===== src/rtl/rpcr_pkg.sv =====
// Package for the raw pulse capture/replay block: sizes, opcodes and the
// stage/result structs. No dependencies.
`default_nettype none
package rpcr_pkg;

    localparam int STORE_DEPTH = 512;
    localparam int DUR_W       = 32;
    localparam int ADDR_W      = $clog2(STORE_DEPTH);
    localparam int CNT_W       = $clog2(STORE_DEPTH + 1);
    localparam int MIN_W       = 16;
    localparam int IDX_W       = 9;
    localparam int OPC_W       = 3;
    localparam int QDEPTH      = 4;
    localparam int QPTR_W      = $clog2(QDEPTH);
    localparam int QCNT_W      = $clog2(QDEPTH + 1);
    localparam int IN_DATA_W   = 16;
    localparam int OUT_DATA_W  = 48;

    localparam logic [MIN_W-1:0] MIN_PULSE_RESET = MIN_W'(150);
    localparam logic [DUR_W-1:0] DUR_MAX         = {DUR_W{1'b1}};

    typedef enum logic [OPC_W-1:0] {
        OP_TICK      = 3'd0,
        OP_CAP_START = 3'd1,
        OP_CAP_STOP  = 3'd2,
        OP_REPLAY    = 3'd3,
        OP_READ      = 3'd4
    } op_t;

    // status captured at the front stage, completed with store data in the following cycle
    typedef struct packed {
        logic             tx_level;
        logic             tx_active;
        logic             capture_on;
        logic [CNT_W-1:0] stored_count;
        logic             read_valid;
    } stage_t;

    // one result beat, last field in the lowest bits
    typedef struct packed {
        logic             read_valid;
        logic [DUR_W-1:0] read_value;
        logic [CNT_W-1:0] stored_count;
        logic             capture_on;
        logic             tx_active;
        logic             tx_level;
    } result_t;

endpackage
`default_nettype wire


===== src/rtl/rpcr_queue.sv =====
// Back part: short result queue driving the output stream.
// Depends on rpcr_pkg.
`default_nettype none
module rpcr_queue (
    input  wire logic              clk,
    input  wire logic              rst_n,
    input  wire logic              push_valid,
    input  wire rpcr_pkg::result_t push_item,
    output logic                   room,
    output logic                   out_valid,
    input  wire logic              out_ready,
    output rpcr_pkg::result_t      out_item
);

    rpcr_pkg::result_t            fifo [rpcr_pkg::QDEPTH];
    logic [rpcr_pkg::QPTR_W-1:0]  wr_ptr_reg, wr_ptr_next;
    logic [rpcr_pkg::QPTR_W-1:0]  rd_ptr_reg, rd_ptr_next;
    logic [rpcr_pkg::QCNT_W-1:0]  cnt_reg,    cnt_next;
    logic                         pop;

    assign out_valid = (cnt_reg != '0);
    assign pop       = out_valid & out_ready;
    assign out_item  = fifo[rd_ptr_reg];
    // reserve a slot for the beat already in the front stage
    assign room      = (cnt_reg + rpcr_pkg::QCNT_W'(push_valid))
                       < rpcr_pkg::QCNT_W'(rpcr_pkg::QDEPTH);

    always_comb
    begin
        wr_ptr_next = push_valid ? wr_ptr_reg + rpcr_pkg::QPTR_W'(1) : wr_ptr_reg;
        rd_ptr_next = pop ? rd_ptr_reg + rpcr_pkg::QPTR_W'(1) : rd_ptr_reg;
        cnt_next    = cnt_reg + rpcr_pkg::QCNT_W'(push_valid) - rpcr_pkg::QCNT_W'(pop);
    end

    always_ff @(posedge clk or negedge rst_n)
    begin
        if (!rst_n)
        begin
            wr_ptr_reg <= '0;
            rd_ptr_reg <= '0;
            cnt_reg    <= '0;
        end
        else
        begin
            wr_ptr_reg <= wr_ptr_next;
            rd_ptr_reg <= rd_ptr_next;
            cnt_reg    <= cnt_next;
        end
    end

    always_ff @(posedge clk)
    begin
        if (push_valid)
        begin
            fifo[wr_ptr_reg] <= push_item;
        end
    end

endmodule
`default_nettype wire


===== config.mk =====
export PLATFORM = sky130hd
export DESIGN_NAME = rpcr_queue
export DESIGN_NICKNAME = d
export VERILOG_FILES = /design/src/rtl/rpcr_pkg.sv /design/src/rtl/rpcr_queue.sv
export SDC_FILE = /design/constraint.sdc
export NUM_CORES = 1
export LEC_CHECK = 0
export BUFFER_PORTS_ARGS = -buffer_cell sky130_fd_sc_hd__buf_4
export CORE_UTILIZATION = 59
export CTS_BUF_LIST = sky130_fd_sc_hd__clkbuf_8
export DETAILED_ROUTE_END_ITERATION = 8
export PLACE_DENSITY = 0.82
export SLEW_MARGIN = 20
export SYNTH_ARGS = -nofsm -noshare
export SYNTH_HDL_FRONTEND = slang
export SYNTH_SLANG_ARGS = --single-unit

===== constraint.sdc =====
create_clock -name clk -period 2.5 [get_ports clk]
set_input_delay 0.5 -clock clk [delete_from_list [all_inputs] [get_ports clk]]
set_output_delay 0.5 -clock clk [all_outputs]
set_load 0.01 [all_outputs]

==> impl_metrics.env <==
export IMPL_placed_area_um2=8040
export IMPL_port_buffers=97
export IMPL_fmax_ghz=0.413
export IMPL_dieArea_um2=12400
export IMPL_drtPass1Iterations=6
export IMPL_cts_tree="done"
export IMPL_synthesis_nets=333
export IMPL_holdPathStages=1
export IMPL_layout_drive_gt1_share_pct=48.1
export IMPL_cap_violations=0
export IMPL_drtAntennaViolNets=0
export IMPL_period_share_pct=96.9
export IMPL_final_min_clock_period_ns=2.42
export IMPL_remaining_drc_errors=12
export IMPL_fin_tns_setup_ns=0
export IMPL_grt_pass1_vias=3474
export IMPL_hp_class="input port to flip-flop"
export IMPL_clock_skew_ns=0.0103
export IMPL_synthesis_area_um2=7030
export IMPL_worstMarginPinSlew_ns=0.466
export IMPL_arrival_ns=1.92
export IMPL_placed_cells=517
export IMPL_power_static_leakage_nw=2.96
export IMPL_h_tree_depth=4
export IMPL_mostFrequentLayoutCells="edfxtp_1, buf_4, mux4_2"
export IMPL_grt_first_pass_wirelength_um=17800
export IMPL_setup_violations=0
export IMPL_crit_path_max_fanout=16
export IMPL_end_kind="output pin"
export IMPL_wl_um=11500
export IMPL_layoutNonFillerInstCount=555
export IMPL_overflow=0
export IMPL_relSlewSlack_pct=68.9
export IMPL_hold_violations=0
export IMPL_root_buffer="clkbuf_8"
export IMPL_grt_use_total_pct=20.1
export IMPL_finalNetCount=457
export IMPL_synth_top_area_share_pct=78.6
export IMPL_vias_per_cell=5.71
export IMPL_drtIter0Drc=203
export IMPL_cts_resized=0
export IMPL_dieWidth_um=111
export IMPL_insertedDiodeCount=0
export IMPL_cp_start_kind="flip-flop"
export IMPL_synth_cell_type_count=17
export IMPL_status="finished, violations left"
export IMPL_critPathKind="flip-flop to output pin"
export IMPL_ys_seq_area_share_pct=81.1
export IMPL_stdcell_area_um2=8480
export IMPL_antenna_found_initial=0
export IMPL_ioPinCount=98
export IMPL_grt_start_max_net_pins=48
export IMPL_die_y_um=111
export IMPL_dp_hpwl_um=7260
export IMPL_maxSlewViolCount=0
export IMPL_p_per_area_nw_per_um2=1130
export IMPL_cts_sinks=191
export IMPL_violations="design-rule violations"
export IMPL_synthTopCellsByArea="edfxtp_1, mux4_2, dfrtp_1"
export IMPL_ys_warn_count=0
export IMPL_yosys_area_top_type="edfxtp_1"
export IMPL_syn2layout_area_growth_pct=20.5
export IMPL_start_util_pct=61.1
export IMPL_cts_buffer_depth=2
export IMPL_ys_ff_latch=191
export IMPL_place_congestion=0.696
export IMPL_layout_commonest_cell="edfxtp_1"
export IMPL_wl_per_cell_um=20.7
export IMPL_clk_latency_ns=0.45
export IMPL_numCtsBuffers=17
export IMPL_setup_slack_ns=0.0784
export IMPL_place_ws_ns=0.446
export IMPL_grt_setup_unrepaired="no"
export IMPL_syn_inst=275
export IMPL_rows=39
export IMPL_ir_drop_uv=861
export IMPL_cp_required_ns=2.00
export IMPL_coreArea_um2=11500
export IMPL_path_clk_slew_ns=0.10
export IMPL_avgSynthCellArea_um2=25.6
export IMPL_r2r_cells=4
export IMPL_largest_reg_flops=184
export IMPL_vias=3167
-- cells in the mapped netlist --
library cell / count
edfxtp_1: 184
mux4_2: 46
ha_1: 8
dfrtp_1: 7
inv_1: 6
and2_1: 4
buf_2: 4
buf_6: 3
xnor2_1: 3
buf_4: 2
xor2_1: 2
clkbuf_1: 1
nand2_1: 1
o21ai_0: 1
o311ai_0: 1
o31a_1: 1
or3_1: 1
-- power breakdown --
part	internal [W]	total, W	switching, W
logic	0.00175	0.00326	0.00151
registers	0.00419	0.00439	0.000200
clock network	0.000820	0.00191	0.00109
-- layer usage --
metal  global-route usage, %  part of all wire, %
met3                    5.36                  5.6
met2                    34.5                   54
met1                    23.7                   38
met4                    9.19                  2.3
met5                       0                    0
-- stage by stage --
stage	power [W]	hold slack, ns	util [%]
2_1_floorplan	0.00629	0.204	-
3_3_place_gp	0.00762	0.316	69.8
3_5_place_dp	0.00773	0.320	69.8
4_1_cts	0.00965	0.206	73.5
5_1_grt	0.0100	0.207	73.6
6_report	0.00956	0.241	73.6
-- repair_timing --
item	in CTS	in global routing
endpoints found under the setup margin	29	6
setup buffers	3	2
hold buffers	1	0
endpoints found under the hold margin	7	0
cloned	0	0
-- logic make-up (layout without fill, tap and decap cells) --
logic type,Yosys count,count (layout),synth area share [%]
muxes,46,46,14.7
adders and majority gates,8,8,1.42
DFF,191,191,81.1
xor gates and xnor gates,5,5,0.623
and+or+nand+nor,6,6,0.498
AOI/OAI and AO/OA,3,3,0.320
buffers and inverters,16,153,1.35
-- path summary, 6_finish.rpt --
path / startpoint / end / slack, ns
max: rd_ptr_reg[0] / out_item[45] / 0.08
max in group asynchronous: rst_n / rd_ptr_reg[0] / 1.98
min reg2reg: wr_ptr_reg[0] / wr_ptr_reg[0] / 0.57
min: push_item[25] / fifo[2][25] / 0.24
min in group asynchronous: rst_n / cnt_reg[1] / 0.38
max reg2reg: wr_ptr_reg[0] / fifo[2][8] / 0.88
-- worst max-delay path: stages (launching register included) --
cell and delay, ns:
dfrtp_4 0.55, buf_12 0.21, mux4_2 0.54, buf_4 0.16
-- final cells by class --
class	count	area (um^2)
tap	143	179
inverter	6	22.5
multi-input combinational	68	1240
clock buffer	17	234
clock inverter	15	154
fill	658	3040
timing repair buffer	115	941
sequential	191	5710
Power figures use the tool's default switching activity.
