**src/rtl/rpcr_pkg.sv**
```systemverilog
// Package for the raw pulse capture/replay block: sizes, opcodes and the
// stage/result structs. No dependencies.
`default_nettype none
package rpcr_pkg;

    localparam int STORE_DEPTH = 512;
    localparam int DUR_W       = 32;
    localparam int ADDR_W      = $clog2(STORE_DEPTH);
    localparam int CNT_W       = $clog2(STORE_DEPTH + 1);
    localparam int MIN_W       = 16;
    localparam int IDX_W       = 9;
    localparam int OPC_W       = 3;
    localparam int QDEPTH      = 4;
    localparam int QPTR_W      = $clog2(QDEPTH);
    localparam int QCNT_W      = $clog2(QDEPTH + 1);
    localparam int IN_DATA_W   = 16;
    localparam int OUT_DATA_W  = 48;

    localparam logic [MIN_W-1:0] MIN_PULSE_RESET = MIN_W'(150);
    localparam logic [DUR_W-1:0] DUR_MAX         = {DUR_W{1'b1}};

    typedef enum logic [OPC_W-1:0] {
        OP_TICK      = 3'd0,
        OP_CAP_START = 3'd1,
        OP_CAP_STOP  = 3'd2,
        OP_REPLAY    = 3'd3,
        OP_READ      = 3'd4
    } op_t;

    // status captured at the front stage, completed with store data in the following cycle
    typedef struct packed {
        logic             tx_level;
        logic             tx_active;
        logic             capture_on;
        logic [CNT_W-1:0] stored_count;
        logic             read_valid;
    } stage_t;

    // one result beat, last field in the lowest bits
    typedef struct packed {
        logic             read_valid;
        logic [DUR_W-1:0] read_value;
        logic [CNT_W-1:0] stored_count;
        logic             capture_on;
        logic             tx_active;
        logic             tx_level;
    } result_t;

endpackage
`default_nettype wire

```
**src/rtl/rpcr_front.sv**
```systemverilog
// Front part: accepts items, runs capture/replay control, issues store
// accesses and hands one result per item to the queue. Depends on rpcr_pkg.
`default_nettype none
module rpcr_front (
    input  wire logic                           clk,
    input  wire logic                           rst_n,
    input  wire logic                           cfg_valid,
    output logic                                cfg_ready,
    input  wire logic [rpcr_pkg::MIN_W-1:0]     cfg_data,
    input  wire logic                           in_valid,
    output logic                                in_ready,
    input  wire logic [rpcr_pkg::OPC_W-1:0]     opcode,
    input  wire logic                           rx_level,
    input  wire logic [rpcr_pkg::IDX_W-1:0]     read_index,
    input  wire logic                           room,
    output logic                                wr_en,
    output logic      [rpcr_pkg::ADDR_W-1:0]    wr_addr,
    output logic      [rpcr_pkg::DUR_W-1:0]     wr_data,
    output logic      [rpcr_pkg::ADDR_W-1:0]    rd_a_addr,
    output logic      [rpcr_pkg::ADDR_W-1:0]    rd_b_addr,
    input  wire logic [rpcr_pkg::DUR_W-1:0]     rd_a_data,
    input  wire logic [rpcr_pkg::DUR_W-1:0]     rd_b_data,
    output logic                                push_valid,
    output rpcr_pkg::result_t                   push_item
);

    logic [rpcr_pkg::MIN_W-1:0] min_reg;
    logic [rpcr_pkg::CNT_W-1:0] count_reg,   count_next;
    logic [rpcr_pkg::DUR_W-1:0] elapsed_reg, elapsed_next;
    logic                       cap_reg,     cap_next;
    logic                       last_reg,    last_next;
    logic                       act_reg,     act_next;
    logic [rpcr_pkg::CNT_W-1:0] pos_reg,     pos_next;
    logic [rpcr_pkg::DUR_W-1:0] rem_reg,     rem_next;
    logic [rpcr_pkg::DUR_W-1:0] head_reg,    head_next;
    logic                       s1_valid_reg;
    rpcr_pkg::stage_t           s1_reg, s1_next;

    logic                       accept;
    logic [rpcr_pkg::DUR_W-1:0] elapsed_inc;
    logic [rpcr_pkg::CNT_W-1:0] pos_inc;
    rpcr_pkg::op_t              op;

    assign cfg_ready = 1'b1;
    assign in_ready  = room;
    assign accept    = in_valid & room;
    assign op        = rpcr_pkg::op_t'(opcode);
    assign rd_a_addr = rpcr_pkg::ADDR_W'(read_index);
    // rd_b tracks the entry after the replay position
    assign rd_b_addr = rpcr_pkg::ADDR_W'(pos_next + rpcr_pkg::CNT_W'(1));

    always_comb
    begin
        elapsed_inc = (elapsed_reg == rpcr_pkg::DUR_MAX) ? elapsed_reg
                                                          : elapsed_reg + rpcr_pkg::DUR_W'(1);
        pos_inc      = pos_reg + rpcr_pkg::CNT_W'(1);
        count_next   = count_reg;
        elapsed_next = elapsed_reg;
        cap_next     = cap_reg;
        last_next    = last_reg;
        act_next     = act_reg;
        pos_next     = pos_reg;
        rem_next     = rem_reg;
        head_next    = head_reg;
        wr_en        = 1'b0;
        wr_addr      = count_reg[rpcr_pkg::ADDR_W-1:0];
        wr_data      = elapsed_inc;

        if (accept)
        begin
            case (op)
                rpcr_pkg::OP_TICK:
                begin
                    if (act_reg)
                    begin
                        rem_next = rem_reg - rpcr_pkg::DUR_W'(1);
                        if (rem_reg == rpcr_pkg::DUR_W'(1))
                        begin
                            pos_next = pos_inc;
                            if (pos_inc < count_reg)
                            begin
                                rem_next = rd_b_data;
                            end
                            else
                            begin
                                act_next = 1'b0;
                                rem_next = '0;
                            end
                        end
                    end
                    else if (cap_reg)
                    begin
                        elapsed_next = elapsed_inc;
                        if ((rx_level != last_reg)
                            && (count_reg < rpcr_pkg::CNT_W'(rpcr_pkg::STORE_DEPTH))
                            && (elapsed_inc >= rpcr_pkg::DUR_W'(min_reg)))
                        begin
                            wr_en        = 1'b1;
                            count_next   = count_reg + rpcr_pkg::CNT_W'(1);
                            elapsed_next = '0;
                            if (count_reg == '0)
                            begin
                                head_next = elapsed_inc;
                            end
                        end
                    end
                    last_next = rx_level;
                end
                rpcr_pkg::OP_CAP_START:
                begin
                    if (!act_reg)
                    begin
                        count_next   = '0;
                        elapsed_next = '0;
                        cap_next     = 1'b1;
                        last_next    = rx_level;
                    end
                end
                rpcr_pkg::OP_CAP_STOP:
                begin
                    if (!act_reg)
                    begin
                        cap_next = 1'b0;
                    end
                end
                rpcr_pkg::OP_REPLAY:
                begin
                    if (!act_reg)
                    begin
                        cap_next = 1'b0;
                        pos_next = '0;
                        if (count_reg != '0)
                        begin
                            act_next = 1'b1;
                            rem_next = head_reg;
                        end
                        else
                        begin
                            rem_next = '0;
                        end
                    end
                end
                default:
                begin
                end
            endcase
        end

        // replay ticks report the level driven during the tick
        if ((op == rpcr_pkg::OP_TICK) && act_reg)
        begin
            s1_next.tx_level  = ~pos_reg[0];
            s1_next.tx_active = 1'b1;
        end
        else
        begin
            s1_next.tx_level  = act_next & ~pos_next[0];
            s1_next.tx_active = act_next;
        end
        s1_next.capture_on   = cap_next;
        s1_next.stored_count = count_next;
        s1_next.read_valid   = (op == rpcr_pkg::OP_READ)
                               && (rpcr_pkg::CNT_W'(read_index) < count_reg);
    end

    always_ff @(posedge clk or negedge rst_n)
    begin
        if (!rst_n)
        begin
            min_reg      <= rpcr_pkg::MIN_PULSE_RESET;
            count_reg    <= '0;
            elapsed_reg  <= '0;
            cap_reg      <= 1'b0;
            last_reg     <= 1'b0;
            act_reg      <= 1'b0;
            pos_reg      <= '0;
            rem_reg      <= '0;
            s1_valid_reg <= 1'b0;
        end
        else
        begin
            if (cfg_valid)
            begin
                min_reg <= cfg_data;
            end
            count_reg    <= count_next;
            elapsed_reg  <= elapsed_next;
            cap_reg      <= cap_next;
            last_reg     <= last_next;
            act_reg      <= act_next;
            pos_reg      <= pos_next;
            rem_reg      <= rem_next;
            s1_valid_reg <= accept;
        end
    end

    always_ff @(posedge clk)
    begin
        head_reg <= head_next;
        if (accept)
        begin
            s1_reg <= s1_next;
        end
    end

    assign push_valid             = s1_valid_reg;
    assign push_item.tx_level     = s1_reg.tx_level;
    assign push_item.tx_active    = s1_reg.tx_active;
    assign push_item.capture_on   = s1_reg.capture_on;
    assign push_item.stored_count = s1_reg.stored_count;
    assign push_item.read_valid   = s1_reg.read_valid;
    assign push_item.read_value   = s1_reg.read_valid ? rd_a_data : '0;

endmodule
`default_nettype wire

```
**config.mk**
```make
export PLATFORM = sky130hd
export DESIGN_NAME = rpcr_front
export DESIGN_NICKNAME = d
export VERILOG_FILES = /design/src/rtl/rpcr_pkg.sv /design/src/rtl/rpcr_front.sv
export SDC_FILE = /design/constraint.sdc
export NUM_CORES = 1
export LEC_CHECK = 0
export BUFFER_PORTS_ARGS = -buffer_cell sky130_fd_sc_hd__buf_2
export CORE_ASPECT_RATIO = 1.25
export CORE_MARGIN = 4
export CORE_UTILIZATION = 55
export DETAILED_ROUTE_END_ITERATION = 8
export PLACE_DENSITY = 0.9
export SYNTH_ARGS = -nofsm -noshare
export SYNTH_HDL_FRONTEND = slang
export SYNTH_SLANG_ARGS = --single-unit
```
**constraint.sdc**
```tcl
create_clock -name clk -period 10.82 [get_ports clk]
set_input_delay 2.164 -clock clk [delete_from_list [all_inputs] [get_ports clk]]
set_output_delay 2.164 -clock clk [all_outputs]
set_load 0.02 [all_outputs]
```
==> results list <==
- The flow ran to the end, and the final reports show no timing, DRC or antenna violations.
- Antenna violations before repair: 0
- Dividing total power by cell area gives a power density of 143 nW/um2.
- Counting cells, the worst reg-to-reg path comes to 18.
- First-pass GRT wire length: 46200 um
- For this run, design rule violations remaining after detail routing come to 0.
- Net count after synthesis: 1209
* Maximum number of pins on one net before global-route repair: 68
- The worst hold path was traced through 2 stages.
- After clock tree synthesis, the clock-pin slew on the worst setup and hold paths is 0.06 ns.
- Arrival time of the worst setup path: 6.25 ns
- The worst setup path is launched from a register.
- The tightest min-delay check is of the reg2reg type.
- Skew-Pair Late Insertion Delay: 0.43 ns
* Setup-violating endpoint count in the final report: 0
* Largest area contributor in the netlist: sky130_fd_sc_hd__dfrtp_1
* Hold-critical path endpoint: rem_reg[18]$_DFFE_PN0P_
- Number of input and output port buffers inserted: 205
- Largest vdd supply drop: 0.0904 mV
* Overall power of the completed layout: 1.60 mW
- Required time of the critical path: 8.66 ns
- Clock tree synthesis found a total of 150 sinks.
- The analysis attributes to cell leakage a power of 5.01 nW.
* Number of warnings reported in the yosys synthesis log: 0
- The worst path uses 77.8% of the clock period.
- Setup repair after global routing left no endpoint under its margin.
- The number of global-route vias before repair is 8963.
- In this run the standard cell core region covers 17400 um2.
- FFs w/ async S/R, synth: 69.3%
* Number of enable-type register cells in the synthesized netlist: 46
* Initial detailed-routing violation count: 1004
- Setup TNS: 0 ns
- The final-report max-slew violation count is 0.
- CTS placed an instance of sky130_fd_sc_hd__clkbuf_16 at the clock tree root.
- Measured against its own limit, the worst slew margin works out to 25.0%.
* Overall die area: 19800 um2
- The startpoint identified for the worst hold timing path is head_reg[18]$_DFFE_PP_.
- Classification of the worst setup path: reg2out
- The first TritonRoute pass finished after 5 iterations.
- Count of inserted antenna diode cells: 0
* DP HPWL: 22300 um
- In the synthesized netlist, the cells that appear most often are 101 x sky130_fd_sc_hd__nand2_1, 100 x sky130_fd_sc_hd__dfrtp_1, 90 x sky130_fd_sc_hd__nor2_1.
* Number of hold-slack violations in the final timing report: 0
- Starting density of the core: 55.8%
* Aggregate global routing overflow: 0
- For this run, the post-layout net count is 1366.
- Max cap viols: 0
* Yosys cell types: 78
- At the pin with the least slew margin, the transition time is 1.12 ns.
* Top cell type's share of synthesized area: 25.8%
* Nature of the critical path endpoint: primary output
- Die height: 156 um
- Average wire length per cell after detail routing: 20.2 um
- WL final: 29600 um
* Sequential fraction of the synthesis area: 41.2%
- Max frequency: 119 MHz
* Clock tree from TritonCTS: yes
* Yosys reg bits: 150
- The clock tree synthesis step divided the H-tree into 4 levels.
* Vias: 9142
- Once detail routing completed, the nets flagged for antenna violations numbered 0.
- Synth Instances: 1071
- Bufs on Longest Clock Path: 2
* Post-route setup slack: 2.40 ns
- Hold buffer count at CTS: 0
- Cell types occupying the most area after synthesis: sky130_fd_sc_hd__dfrtp_1 26%, sky130_fd_sc_hd__edfxtp_1 14%, sky130_fd_sc_hd__ha_1 5.2%
- R2R setup slack: 4.54 ns
- Worst hold margin: 0.491 ns
- After detailed routing, the number of vias per cell comes to 6.24.
* Row count: 54
- CTS resizes: 0
* Netlist Area Pre-Place: 9680 um2
* Top_reg_cell synth: sky130_fd_sc_hd__dfrtp_1
* Horizontal die dimension: 127 um
* Final setup skew: 0.00549 ns
- Relative to the synthesized area, the layout overhead comes to 15.9%.
- The endpoint identified for the worst register-to-register timing path is push_item[4]$_DFFE_PP_.
- By instance count, the leading cell after synthesis is sky130_fd_sc_hd__nand2_1.
- Ports placed on the boundary: 207
- Total global routing track utilization: 29.4%
* Crit path max fanout: 34
* Average cell area after synthesis: 9.04 um2
- The post-route netlist has 23.9% of its cells at a drive strength greater than 1.
- Fin crit period: 8.42 ns
* Minimum setup slack after placement: 2.97 ns
- After clock tree synthesis, the setup repair step added 0 buffers.
- In this run the critical register-to-register path is launched from elapsed_reg[0]$_DFFE_PN0P_.
* Clock buffer count from CTS: 17
* Routability cong.: 0.959
power by group:
group          internal [mW]  leakage [nW]  switching, mW
clock                  0.301         0.247          0.250
sequential             0.652          1.71         0.0866
combinational          0.125          3.05          0.186
area by class of cell:
class                           instances  area (um2)
Timing Repair Buffer                  216        1110
Fill cell                            1397        6150
Clock inverter                         13        97.6
Clock buffer                           19         443
Sequential cell                       150        3990
Inverter                               51         191
Tap cell                              224         280
Multi-Input combinational cell        792        5100
cell usage in the layout (no fill, tap or decap), types with 20 or more instances in the layout:
cell / synthesis / layout
sky130_fd_sc_hd__buf_2: 5 / 204
sky130_fd_sc_hd__nand2_1: 101 / 101
sky130_fd_sc_hd__dfrtp_1: 100 / 100
sky130_fd_sc_hd__nor2_1: 90 / 90
sky130_fd_sc_hd__o21ai_0: 60 / 60
sky130_fd_sc_hd__inv_1: 51 / 51
sky130_fd_sc_hd__a21oi_1: 50 / 50
sky130_fd_sc_hd__edfxtp_1: 46 / 46
sky130_fd_sc_hd__and2_1: 42 / 42
sky130_fd_sc_hd__ha_1: 40 / 40
sky130_fd_sc_hd__nand3_1: 37 / 37
sky130_fd_sc_hd__nor3_1: 37 / 37
sky130_fd_sc_hd__xnor2_1: 34 / 34
sky130_fd_sc_hd__nor4_1: 21 / 20
worst max path at each step:
| stage | from | to | slack, ns |
|---|---|---|---|
| 5_1_grt | elapsed_reg[16]$_DFFE_PN0P_ | wr_en | 2.10 |
| 2_1_floorplan | elapsed_reg[0]$_DFFE_PN0P_ | head_reg[0]$_DFFE_PP_ | 3.20 |
| 3_5_place_dp | elapsed_reg[0]$_DFFE_PN0P_ | wr_en | 2.97 |
| 4_1_cts | elapsed_reg[0]$_DFFE_PN0P_ | wr_en | 2.49 |
| 3_3_place_gp | elapsed_reg[16]$_DFFE_PN0P_ | wr_en | 3.16 |
| 6_report | elapsed_reg[0]$_DFFE_PN0P_ | wr_en | 2.40 |
per-stage QoR:
stage / util, % / instance area, um2 / instances
after global placement: 61.5 / 10700 / 1433
after global routing: 64.6 / 11200 / 1465
after floorplan: - / 9680 / 1071
after CTS: 64.6 / 11200 / 1465
final: 64.6 / 11200 / 1465
after detailed placement: 61.5 / 10700 / 1433
cell families after synthesis:
kind of cell / Yosys count / synth area share, %
compound gates: 246 / 17.0
xor+xnor: 52 / 4.70
fa+ha+maj: 40 / 5.17
buf+inv: 129 / 6.18
flops: 150 / 41.2
mux: 10 / 1.11
other cells: 1 / 0.0387
simple gates: 443 / 24.6
metal layers:
metal	GRT usage (%)	part of all wire, %
met2	54.2	52
met1	32.6	35
met4	14.5	4.9
met3	4.95	7.7
met5	0	0
critical path, stage by stage (launching register included):
cell	delay (ns)
sky130_fd_sc_hd__dfrtp_1	0.46
sky130_fd_sc_hd__ha_1	0.27
sky130_fd_sc_hd__nand3_1	0.16
sky130_fd_sc_hd__or3_1	0.52
sky130_fd_sc_hd__nor3_1	0.95
sky130_fd_sc_hd__nor3_1	0.15
sky130_fd_sc_hd__nand3_1	0.16
sky130_fd_sc_hd__nor2_1	0.06
sky130_fd_sc_hd__or2_2	0.31
sky130_fd_sc_hd__ha_1	0.30
sky130_fd_sc_hd__nand4_1	0.15
sky130_fd_sc_hd__a211o_1	0.14
sky130_fd_sc_hd__o32ai_1	0.08
sky130_fd_sc_hd__or4_1	0.55
sky130_fd_sc_hd__or4_4	0.55
sky130_fd_sc_hd__nor4_4	0.14
sky130_fd_sc_hd__buf_4	0.40
sky130_fd_sc_hd__nor3_1	0.23
sky130_fd_sc_hd__buf_2	0.23
No activity file was read; power rests on OpenSTA's default activity.
